==> src/rtl/core/stt_pkg.sv <==
// ----------------------------------------------------------------------------
// stt_pkg
// Shared types and constants for the one-shot timer table: command and
// response beats, action and kind codes, controller state and control bundles.
// ----------------------------------------------------------------------------
package stt_pkg;

  localparam int ID_W     = 8;
  localparam int PERIOD_W = 32;
  localparam int TICKS_W  = 29;
  localparam int REM_W    = 32;

  // action codes
  localparam logic [2:0] ACT_TICK      = 3'd0;
  localparam logic [2:0] ACT_START     = 3'd1;
  localparam logic [2:0] ACT_STOP      = 3'd2;
  localparam logic [2:0] ACT_QUERY     = 3'd3;
  localparam logic [2:0] ACT_RESET_ALL = 3'd4;

  // response kinds
  localparam logic [1:0] KIND_START  = 2'd0;
  localparam logic [1:0] KIND_QUERY  = 2'd1;
  localparam logic [1:0] KIND_EXPIRY = 2'd2;

  // at most this many expiry events per tick
  localparam int MAX_EVENTS = 8;
  localparam int EVCNT_W    = 4;

  // period / 10 as (period * magic) >> shift, exact over 32 bits
  localparam logic [PERIOD_W-1:0] DIV10_MAGIC = 32'hCCCC_CCCD;
  localparam int                  DIV10_SHIFT = 35;

  typedef struct packed {
    logic [2:0]          action;
    logic [ID_W-1:0]     tmr_id;
    logic [PERIOD_W-1:0] period_ms;
    logic                notify;
  } cmd_t;

  typedef struct packed {
    logic [1:0]       kind;
    logic [ID_W-1:0]  event_id;
    logic             flag;
    logic [REM_W-1:0] remaining_ms;
    logic             last;
  } rsp_t;

  typedef enum logic [2:0] {
    ST_IDLE,
    ST_READ,
    ST_EVAL,
    ST_FINISH,
    ST_FLUSH
  } state_t;

  typedef struct packed {
    logic load;    // capture the command beat
    logic rd_en;   // read the slot under the scan index
    logic eval;    // evaluate the slot and advance the scan
    logic finish;  // close out start or query
    logic flush;   // send the held result as the final beat
  } ctl_t;

  typedef struct packed {
    logic last_slot;
    logic stall;
    logic pend_valid;
    logic out_free;
  } stat_t;

endpackage

==> src/rtl/core/stt_ctrl.sv <==
// ----------------------------------------------------------------------------
// stt_ctrl
// Sequencer for the timer table: accepts a command, walks the slots one
// read and one evaluate at a time, then drains the held result.
// ----------------------------------------------------------------------------
module stt_ctrl (
  input  logic           clk,
  input  logic           rst,
  input  logic           cmd_valid,
  output logic           cmd_ready,
  input  logic [2:0]     cmd_action,
  input  stt_pkg::stat_t stat,
  output stt_pkg::ctl_t  ctl
);
  import stt_pkg::*;

  state_t state;
  state_t state_next;

  always_ff @(posedge clk) begin
    if (rst) begin
      state <= ST_IDLE;
    end else begin
      state <= state_next;
    end
  end

  always_comb begin
    state_next = state;
    unique case (state)
      ST_IDLE: begin
        if (cmd_valid) begin
          unique case (cmd_action) inside
            ACT_TICK, ACT_START, ACT_STOP, ACT_QUERY: state_next = ST_READ;
            default:                                  state_next = ST_IDLE;
          endcase
        end
      end
      ST_READ: begin
        state_next = ST_EVAL;
      end
      ST_EVAL: begin
        if (!stat.stall) begin
          state_next = stat.last_slot ? ST_FINISH : ST_READ;
        end
      end
      ST_FINISH: begin
        state_next = ST_FLUSH;
      end
      ST_FLUSH: begin
        if (!stat.pend_valid || stat.out_free) begin
          state_next = ST_IDLE;
        end
      end
      default: begin
        state_next = ST_IDLE;
      end
    endcase
  end

  always_comb begin
    cmd_ready  = 1'b0;
    ctl        = '0;
    unique case (state)
      ST_IDLE: begin
        cmd_ready = 1'b1;
        ctl.load  = cmd_valid;
      end
      ST_READ: begin
        ctl.rd_en = 1'b1;
      end
      ST_EVAL: begin
        ctl.eval = !stat.stall;
      end
      ST_FINISH: begin
        ctl.finish = 1'b1;
      end
      ST_FLUSH: begin
        ctl.flush = stat.pend_valid && stat.out_free;
      end
      default: begin
        cmd_ready = 1'b0;
      end
    endcase
  end

endmodule

==> src/rtl/core/stt_datapath.sv <==
// ----------------------------------------------------------------------------
// stt_datapath
// Slot storage, scan index, command hold registers, held result and the
// response output register.
// ----------------------------------------------------------------------------
module stt_datapath #(
  parameter int NUM_SLOTS = 8
) (
  input  logic           clk,
  input  logic           rst,
  input  stt_pkg::cmd_t  cmd,
  input  stt_pkg::ctl_t  ctl,
  output stt_pkg::stat_t stat,
  output logic           rsp_valid,
  input  logic           rsp_ready,
  output stt_pkg::rsp_t  rsp
);
  import stt_pkg::*;

  localparam int IW      = (NUM_SLOTS > 1) ? $clog2(NUM_SLOTS) : 1;
  localparam int ENTRY_W = 1 + ID_W + TICKS_W;

  // held command
  logic [2:0]          item_action;
  logic [ID_W-1:0]     item_id;
  logic [PERIOD_W-1:0] item_period;
  logic                item_notify;
  logic [TICKS_W-1:0]  ticks_req;
  logic [63:0]         div_prod;

  // slot storage: notify, id, ticks in memory; active bits in flops
  logic [ENTRY_W-1:0]   slot_mem [NUM_SLOTS];
  logic [ENTRY_W-1:0]   rd_data;
  logic [NUM_SLOTS-1:0] active;

  logic                 mem_we;
  logic [IW-1:0]        mem_waddr;
  logic [ENTRY_W-1:0]   mem_wdata;

  // scan state
  logic [IW-1:0]        idx;
  logic [IW-1:0]        first_free;
  logic                 found;
  logic [TICKS_W-1:0]   q_ticks;
  logic [EVCNT_W-1:0]   evcnt;

  // held result
  logic                 pend_valid;
  rsp_t                 pend;
  rsp_t                 pend_final;
  rsp_t                 expiry_rsp;

  logic                 rd_notify;
  logic [ID_W-1:0]      rd_id;
  logic [TICKS_W-1:0]   rd_ticks;
  logic                 cur_active;
  logic                 id_hit;
  logic                 is_tick;
  logic                 is_start;
  logic                 is_stop;
  logic                 is_query;
  logic                 expire;
  logic                 need_event;
  logic                 out_free;
  logic                 push_mid;
  logic                 last_slot;
  logic [REM_W-1:0]     q_rem;

  assign is_tick  = (item_action == ACT_TICK);
  assign is_start = (item_action == ACT_START);
  assign is_stop  = (item_action == ACT_STOP);
  assign is_query = (item_action == ACT_QUERY);

  assign rd_notify = rd_data[ENTRY_W-1];
  assign rd_id     = rd_data[TICKS_W +: ID_W];
  assign rd_ticks  = rd_data[TICKS_W-1:0];

  assign cur_active = active[idx];
  assign id_hit     = cur_active && (rd_id == item_id);
  assign expire     = is_tick && cur_active && (rd_ticks <= TICKS_W'(1));
  assign need_event = expire && rd_notify && (evcnt < EVCNT_W'(MAX_EVENTS));
  assign out_free   = !rsp_valid || rsp_ready;
  assign push_mid   = ctl.eval && need_event && pend_valid;
  assign last_slot  = (idx == IW'(NUM_SLOTS - 1));

  assign stat.last_slot  = last_slot;
  assign stat.stall      = need_event && pend_valid && !out_free;
  assign stat.pend_valid = pend_valid;
  assign stat.out_free   = out_free;

  // ticks * 10 as shift-add
  assign q_rem = ({3'b000, q_ticks} << 3) + ({3'b000, q_ticks} << 1);

  assign div_prod = item_period * DIV10_MAGIC;

  always_comb begin
    expiry_rsp              = '0;
    expiry_rsp.kind         = KIND_EXPIRY;
    expiry_rsp.event_id     = rd_id;
    expiry_rsp.flag         = 1'b1;
    pend_final              = pend;
    pend_final.last         = 1'b1;
  end

  always_comb begin
    mem_we    = (ctl.eval && is_tick && cur_active && !expire) ||
                (ctl.finish && is_start && found);
    mem_waddr = ctl.finish ? first_free : idx;
    mem_wdata = ctl.finish ? {item_notify, item_id, ticks_req}
                           : {rd_notify, rd_id, rd_ticks - TICKS_W'(1)};
  end

  always_ff @(posedge clk) begin
    if (mem_we) begin
      slot_mem[mem_waddr] <= mem_wdata;
    end
    if (ctl.rd_en) begin
      rd_data <= slot_mem[idx];
    end
  end

  // command hold and period / 10
  always_ff @(posedge clk) begin
    if (ctl.load) begin
      item_action <= cmd.action;
      item_id     <= cmd.tmr_id;
      item_period <= cmd.period_ms;
      item_notify <= cmd.notify;
    end
    ticks_req <= div_prod[DIV10_SHIFT +: TICKS_W];
  end

  always_ff @(posedge clk) begin
    if (rst) begin
      active <= '0;
    end else if (ctl.load && (cmd.action == ACT_RESET_ALL)) begin
      active <= '0;
    end else if (ctl.eval && (expire || ((is_start || is_stop) && id_hit))) begin
      active[idx] <= 1'b0;
    end else if (ctl.finish && is_start && found) begin
      active[first_free] <= 1'b1;
    end
  end

  // scan index, first free slot, query hit, event count
  always_ff @(posedge clk) begin
    if (rst) begin
      idx   <= '0;
      found <= 1'b0;
      evcnt <= '0;
    end else if (ctl.load) begin
      idx   <= '0;
      found <= 1'b0;
      evcnt <= '0;
    end else if (ctl.eval) begin
      if (!last_slot) begin
        idx <= idx + IW'(1);
      end
      if (need_event) begin
        evcnt <= evcnt + EVCNT_W'(1);
      end
      if (is_start && !found && (!cur_active || id_hit)) begin
        found <= 1'b1;
      end
      if (is_query && !found && id_hit) begin
        found <= 1'b1;
      end
    end
  end

  always_ff @(posedge clk) begin
    if (ctl.eval && !found) begin
      if (is_start && (!cur_active || id_hit)) begin
        first_free <= idx;
      end
      if (is_query && id_hit) begin
        q_ticks <= rd_ticks;
      end
    end
  end

  // held result
  always_ff @(posedge clk) begin
    if (rst) begin
      pend_valid <= 1'b0;
    end else if (ctl.eval && need_event) begin
      pend_valid <= 1'b1;
    end else if (ctl.finish && (is_start || is_query)) begin
      pend_valid <= 1'b1;
    end else if (ctl.flush) begin
      pend_valid <= 1'b0;
    end
  end

  // a tick keeps its last expiry beat here through finish
  always_ff @(posedge clk) begin
    if (ctl.eval && need_event) begin
      pend <= expiry_rsp;
    end else if (ctl.finish && (is_start || is_query)) begin
      pend.kind         <= is_start ? KIND_START : KIND_QUERY;
      pend.event_id     <= item_id;
      pend.flag         <= found;
      pend.remaining_ms <= (is_query && found) ? q_rem : '0;
      pend.last         <= 1'b0;
    end
  end

  // response output register
  always_ff @(posedge clk) begin
    if (rst) begin
      rsp_valid <= 1'b0;
    end else if (push_mid || ctl.flush) begin
      rsp_valid <= 1'b1;
    end else if (rsp_ready) begin
      rsp_valid <= 1'b0;
    end
  end

  always_ff @(posedge clk) begin
    if (push_mid) begin
      rsp <= pend;
    end else if (ctl.flush) begin
      rsp <= pend_final;
    end
  end

endmodule

==> src/rtl/core/software_timer_table_core.sv <==
// ----------------------------------------------------------------------------
// software_timer_table_core
// Sequence: tick, start, stop and query read and evaluate every slot, then pass
//   finish and flush the held result, if any, into the response register, taking
//   longer while rsp_ready is low; reset-all and unknown actions go back to idle.
// Commands: a new command is accepted only in idle, after the slot scan through
//   the slot memory (one read and one evaluate per slot) and the flush.
// Reset: rst clears all slots, the sequencer and the response register.
// ----------------------------------------------------------------------------
module software_timer_table_core #(
  parameter int NUM_SLOTS = 8
) (
  input  logic          clk,
  input  logic          rst,
  input  logic          cmd_valid,
  output logic          cmd_ready,
  input  stt_pkg::cmd_t cmd,
  output logic          rsp_valid,
  input  logic          rsp_ready,
  output stt_pkg::rsp_t rsp
);
  import stt_pkg::*;

  // command and status between sequencer and datapath
  ctl_t  ctl;
  stat_t stat;

  // sequencer: idle -> (read, evaluate) per slot -> finish -> flush
  // a tick can raise several expiry beats; each one waits in a holding
  // register until the next shows up, so only the final beat carries last
  stt_ctrl u_ctrl (
    .clk        (clk),
    .rst        (rst),
    .cmd_valid  (cmd_valid),
    .cmd_ready  (cmd_ready),
    .cmd_action (cmd.action),
    .stat       (stat),
    .ctl        (ctl)
  );

  // slot table, scan registers, period to tick conversion and the
  // response register that decouples the output from the scan
  stt_datapath #(
    .NUM_SLOTS (NUM_SLOTS)
  ) u_datapath (
    .clk       (clk),
    .rst       (rst),
    .cmd       (cmd),
    .ctl       (ctl),
    .stat      (stat),
    .rsp_valid (rsp_valid),
    .rsp_ready (rsp_ready),
    .rsp       (rsp)
  );

endmodule
==> config.mk <==
export PLATFORM = sky130hd
export DESIGN_NAME = software_timer_table_core
export DESIGN_NICKNAME = d
export VERILOG_FILES = /design/src/rtl/core/stt_pkg.sv /design/src/rtl/core/stt_ctrl.sv /design/src/rtl/core/stt_datapath.sv /design/src/rtl/core/software_timer_table_core.sv
export SDC_FILE = /design/constraint.sdc
export NUM_CORES = 2
export LEC_CHECK = 0
export BUFFER_PORTS_ARGS = -buffer_cell sky130_fd_sc_hd__clkbuf_2
export CAP_MARGIN = 0
export CORE_MARGIN = 4
export CORE_UTILIZATION = 45
export CTS_CLUSTER_DIAMETER = 200
export CTS_CLUSTER_SIZE = 10
export DETAILED_ROUTE_END_ITERATION = 8
export PLACE_DENSITY = 0.61
export SYNTH_ARGS = -nofsm -noshare
export SYNTH_HDL_FRONTEND = slang
export SYNTH_SLANG_ARGS = --single-unit
==> constraint.sdc <==
create_clock -name clk -period 9 [get_ports clk]
set_input_delay 0 -clock clk [delete_from_list [all_inputs] [get_ports clk]]
set_output_delay 0 -clock clk [all_outputs]
set_load 0.02 [all_outputs]
Word-level counts from Yosys, hierarchy flattened. Memory sizes are Yosys's and may differ from the RTL's. A register that Yosys moved wholly into a read port is not among the register bits. Cells that the tools add are included.

Memories kept: 1. Bits in read-only memories: 0. Output and inout port bits: 46. Word-level logic and storage cells: 154. Bits in latches: 0. RAM bits: 304. Input port bits: 48. Register bits: 213.

Memory list: u_datapath.slot_mem (words 8, width 38, read ports 1, clocked after memory_dff 1, write ports 1, line stt_datapath.sv:32) `logic [ENTRY_W-1:0] slot_mem [NUM_SLOTS];`.

Reductions and logical operators: 62. Shift operators: 0. Equal/unequal tests: 16. Div/mod/pow operators: 0. Add/subtract/negate cells: 4. $mul: 1. Bitwise logic cells: 4. Mux-type cells: 37. $lt $le $gt $ge: 6.

Operator list (number): 2-to-1 mux 44 bit (2); 2-to-1 mux 42 bit (2); multiplier 32 x 32 -> 64 bit, second input constant (1); 2-to-1 mux 38 bit (1); adder 32 x 30 -> 32 bit (1); 2-to-1 mux 32 bit (1); less-or-equal comparator 29 x 1 -> 1 bit, second input constant (1); logical AND 1 bit (29); subtractor 29 x 1 -> 29 bit, second input constant (1); 2-to-1 mux 1 bit (20); equality test 3 x 2 -> 1 bit, second input constant (6); 2-to-1 mux 8 bit (2); case mux 3 bit (5 select lines) (1); 2-to-1 mux 3 bit (4); AND reduction 2 bit (5); nonzero test 2 bit (5); equality test 3 x 1 -> 1 bit, second input constant (3); equality test 3 bit, second input constant (3); zero test 3 bit (3); AND 8 bit (1); equality test 8 bit (1); logical OR 1 bit (8); < comparator 3 x 4 -> 1 bit, second input constant (2); NOT 8 bit (1); other kinds (16) (26).

Logic depth before layout (Yosys ltp).
Depth after elaboration: 16. Mapped depth: 25. Depth with buffers taken out: 24.

Cells and area by module. A second synthesis with hierarchy kept.

Cells, all modules: 3062. Area, all modules: 37733.7 µm².

By module, submodules not included: stt_datapath (times used 1, area an instance 37558.5 µm², seq. area each 15705.1 µm², cells an instance 3040); stt_ctrl (times used 1, area an instance 175.2 µm², seq. area each 60.1 µm², cells an instance 22).

Worst setup path before layout. OpenSTA, ideal clock, no wires.

Path kind: register to register. Start point: register u_datapath.item_period[18]. End point: register u_datapath.ticks_req[25]. Library setup time: 72 ps. Required time: 8928 ps. Buffers on the path: 0. Path slack: 2251 ps. Stages on the path, launching flop included: 25. Data arrival time: 6677 ps. Clock period less this slack: 6749 ps. Cells stage by stage: edfxtp_1 ha_1 inv_1 fa_1 inv_1 fa_1 inv_1 fa_1 inv_1 fa_1 fa_1 fa_1 inv_1 fa_1 inv_1 ha_1 a21o_1 a21o_1 a221oi_1 o21ai_0 or3_1 o21ai_1 a21oi_1 a221oi_1 xnor2_1.

Longest elaborated chain between the ends: 1.

Ends and longest elaborated chain: start: declaration (line stt_datapath.sv:26) `logic [PERIOD_W-1:0] item_period;`; start signal: assignment (line stt_datapath.sv:127) `item_period <= cmd.period_ms;`; multiplier 32 x 32 -> 64 bit (line stt_datapath.sv:94) `assign div_prod = item_period * DIV10_MAGIC;`; named net u_datapath.div_prod[60] (line stt_datapath.sv:29) `logic [63:0] div_prod;`; end signal: assignment (line stt_datapath.sv:130) `ticks_req <= div_prod[DIV10_SHIFT +: TICKS_W];`; end: declaration (line stt_datapath.sv:28) `logic [TICKS_W-1:0] ticks_req;`.

The timed path passes the listed nets, and every way through them passes these cells. A chain may end at the register's enable or synchronous reset.

Worst setup path in the final report.
Start point: register u_datapath.item_period[11]. End point: register u_datapath.ticks_req[24].

The elaborated chain is that of the path after synthesis.

==> run metrics <==
setup TNS 0 ns; Crit path required time 9.56 ns; Slowest cell on crit path a21boi_0; worst-skew pair later-pin latency 0.68 ns; drt first pass iters 5; Wirelength per Cell about 23 um; antenna-violating nets left 0; critical path arrival around 8.5 ns; DIE AREA about 88000 um2; fin nets roughly 3900; RSZ-0062 raised after global routing no; worst slew pin tran approximately 1.1 ns; GR Util All Layers 0.226; WL met1 roughly 42000 um; endpoints failing setup 0; Die W 296 um; relative slew slack 0.241; gr ovfl total 0; first-pass GRT wire length 150000 um; Antenna Diode Count 0; initial cell density of the core 0.454; register area share after synthesis 0.423; Clock Skews about 0.074 ns; Max-Cap Viols 0; GP Congestion roughly 0.96; Num CTS Buffers 61; worst path cell trace ha_1 > xor2_1 > ha_1 > a21o_1 > fa_1 > inv_1 > fa_1 > inv_1 > fa_1 > fa_1 > fa_1 > fa_1 > ha_1 > nand3_1 > nor3_1 > a21boi_0 > o311ai_2 > a21oi_1 > o21ai_0 > o21ai_0 > xor2_1; core area a little over 80000 um2; WS Path Type flip-flop to flip-flop; vias 23100; Worst-path clk slew roughly 0.07 ns; PostCTS Resize Cnt 0; crit end category flip-flop; f_max 0.125 GHz; Final Hold Fails 0; area delta synth->final 11.1%; hpwl dp 73000 um; initial antenna violation count 1; startpoint types flip-flop; largest net degree at the start of global routing 68; Tcrit/Tclk final 0.886; vias in the first global route between 20000 and 25000; initial drt markers ~1500; Yosys reg bits 553; count of flip-flops with a built-in enable after synthesis between 400 and 500; Syn Area/Cell approximately 13 um2; vias per cell between 5 and 6; CP peak stage delay 0.81 ns; CP most frequent cell fa_1; Met2 Wirelength about 47000 um; # port buffers a little over 90; Post-synth ARST share 0; highest routed layer met4; status completed; Hold Worst Slack roughly 0.038 ns; # clock sinks 553; synthesized area 37300 um2; pre-CTS setup slack 1.12 ns; most frequent cells in the layout inv_1 (557), edfxtp_1 (469), fa_1 (387); Clock Path Buffers 3; Synth Instances around 3000; CTS tree done; Rows ~110; commonest non-fill, non-tap cell in the layout inv_1; yosys synthesis warning count 0; met3 WL between 6000 and 7000 um; H-tree depth 2; Hold Crit Class input pin to flip-flop; clk root buf clkbuf_16; post-synth net total 3773; I/O pins 94; Synth Flop Type edfxtp_1; crit path max fanout 8; Final Max Slew Viols 0; post-route setup slack 1.02 ns; fin crit period 7.98 ns; routed wire length around 98000 um; Die Span Y 296 um; Residual DRC 0; ratio of cells with drive above 1 in the final layout 0.0747; Yosys cell types 80
logic make-up (layout without fill, tap and decap cells):
family | after synthesis | count (layout) | synth area share
AO/OA/AOI/OAI | 469 | 469 | 0.0886
XOR/XNOR | 135 | 135 | 0.0317
adder cells (fa/ha/maj) | 766 | 766 | 0.335
buffers and inverters | 630 | 844 | 0.0639
flip-flops | 553 | 553 | 0.423
multiplexers | 20 | 20 | 0.00634
other | 1 | 1 | 0.000101
AND/OR/NAND/NOR | 385 | 385 | 0.0516
per-stage QoR:
stage / std cells / area [um2] / utilization
after detailed placement: 4075 / 39100 / 0.476
after floorplan: 2959 / 37300 / -
final: 4243 / 41400 / 0.505
after global routing: 4243 / 41400 / 0.505
after CTS: 4243 / 41400 / 0.505
after global placement: 4075 / 39100 / 0.476
sequential cells by signal, summed over array words and instances, names as in the netlist:
| signal | count |
|---|---|
| u_datapath.idx | 3 |
| u_datapath.item_id | 8 |
| u_datapath.first_free | 3 |
| u_datapath.rd_data | 38 |
| u_datapath.item_notify | 1 |
| u_datapath.found | 1 |
| u_datapath.pend_valid | 1 |
| u_datapath.item_period | 32 |
| u_ctrl.state | 3 |
| u_datapath.active | 8 |
| u_datapath.q_ticks | 29 |
| u_datapath.rsp | 43 |
| u_datapath.ticks_req | 29 |
| u_datapath.rsp_valid | 1 |
| u_datapath.item_action | 3 |
| u_datapath.slot_mem | 304 |
| u_datapath.evcnt | 4 |
| u_datapath.pend | 42 |
worst max-delay path: cells and delay by family (launching register included):
kind                     cells  cell delay (ns)
adder cells (fa/ha/maj)      9             4.23
AO/OA/AOI/OAI                6             2.04
AND/OR/NAND/NOR              2             0.51
buffers and inverters        2             0.14
flip-flops                   1             0.54
XOR/XNOR                     2             0.40
cells in the mapped netlist, types with 9 or more instances:
cell type | instances | area (um2)
mux2_2 | 9 | 101
dfxtp_1 | 84 | 1680
inv_1 | 557 | 2090
nand4_1 | 49 | 307
xnor2_1 | 71 | 622
fa_1 | 387 | 7750
a21o_1 | 45 | 338
xor2_1 | 64 | 561
mux2i_1 | 9 | 90.1
ha_1 | 379 | 4740
nor3_1 | 30 | 150
and2_1 | 18 | 113
a22oi_1 | 159 | 1190
nor2b_1 | 11 | 68.8
a21oi_1 | 98 | 490
a31oi_1 | 14 | 87.6
nand3_1 | 23 | 115
nor2_1 | 108 | 405
edfxtp_1 | 469 | 14100
o21ai_0 | 36 | 180
a22o_1 | 35 | 307
nand2_1 | 76 | 285
nand2b_1 | 14 | 87.6
clkbuf_1 | 60 | 225
layer usage:
metal	vias up	track usage
met5	-	0
met4	0	0.0495
met3	148	0.0409
met2	722	0.384
met1	11700	0.305
li1	10500	-
worst paths after layout:
kind	start	endpoint	slack, ns	cells past startpoint
worst max-delay path	u_datapath.item_period[11]$_DFFE_PP_	u_datapath.ticks_req[24]$_DFF_P_	1.02	21
worst min-delay path	cmd[17]	u_datapath.item_period[16]$_DFFE_PP_	0.04	2
worst max register to register	u_datapath.item_period[11]$_DFFE_PP_	u_datapath.ticks_req[24]$_DFF_P_	1.02	21
worst min register to register	u_datapath.pend[36]$_DFFE_PP_	u_datapath.rsp[36]$_DFFE_PP_	0.42	0
area by class of cell:
cell class / count / area (um2)
flip-flops and latches: 553 / 15800
clock buffers: 112 / 1730
multi-input cells: 1776 / 19200
clock inverters: 4 / 83.8
repair buffers: 171 / 1180
fillers: 7086 / 40700
inverters: 557 / 2090
well taps: 1070 / 1340
timing repair:
action                                 in CTS  in global routing
hold buffers                               52                  0
endpoints found under the hold margin      67                  0
setup buffers                               0                  0
Power is left out: the tool's default activity adds up to more than one toggle a clock period on the data nets, which glitch-free logic cannot reach.
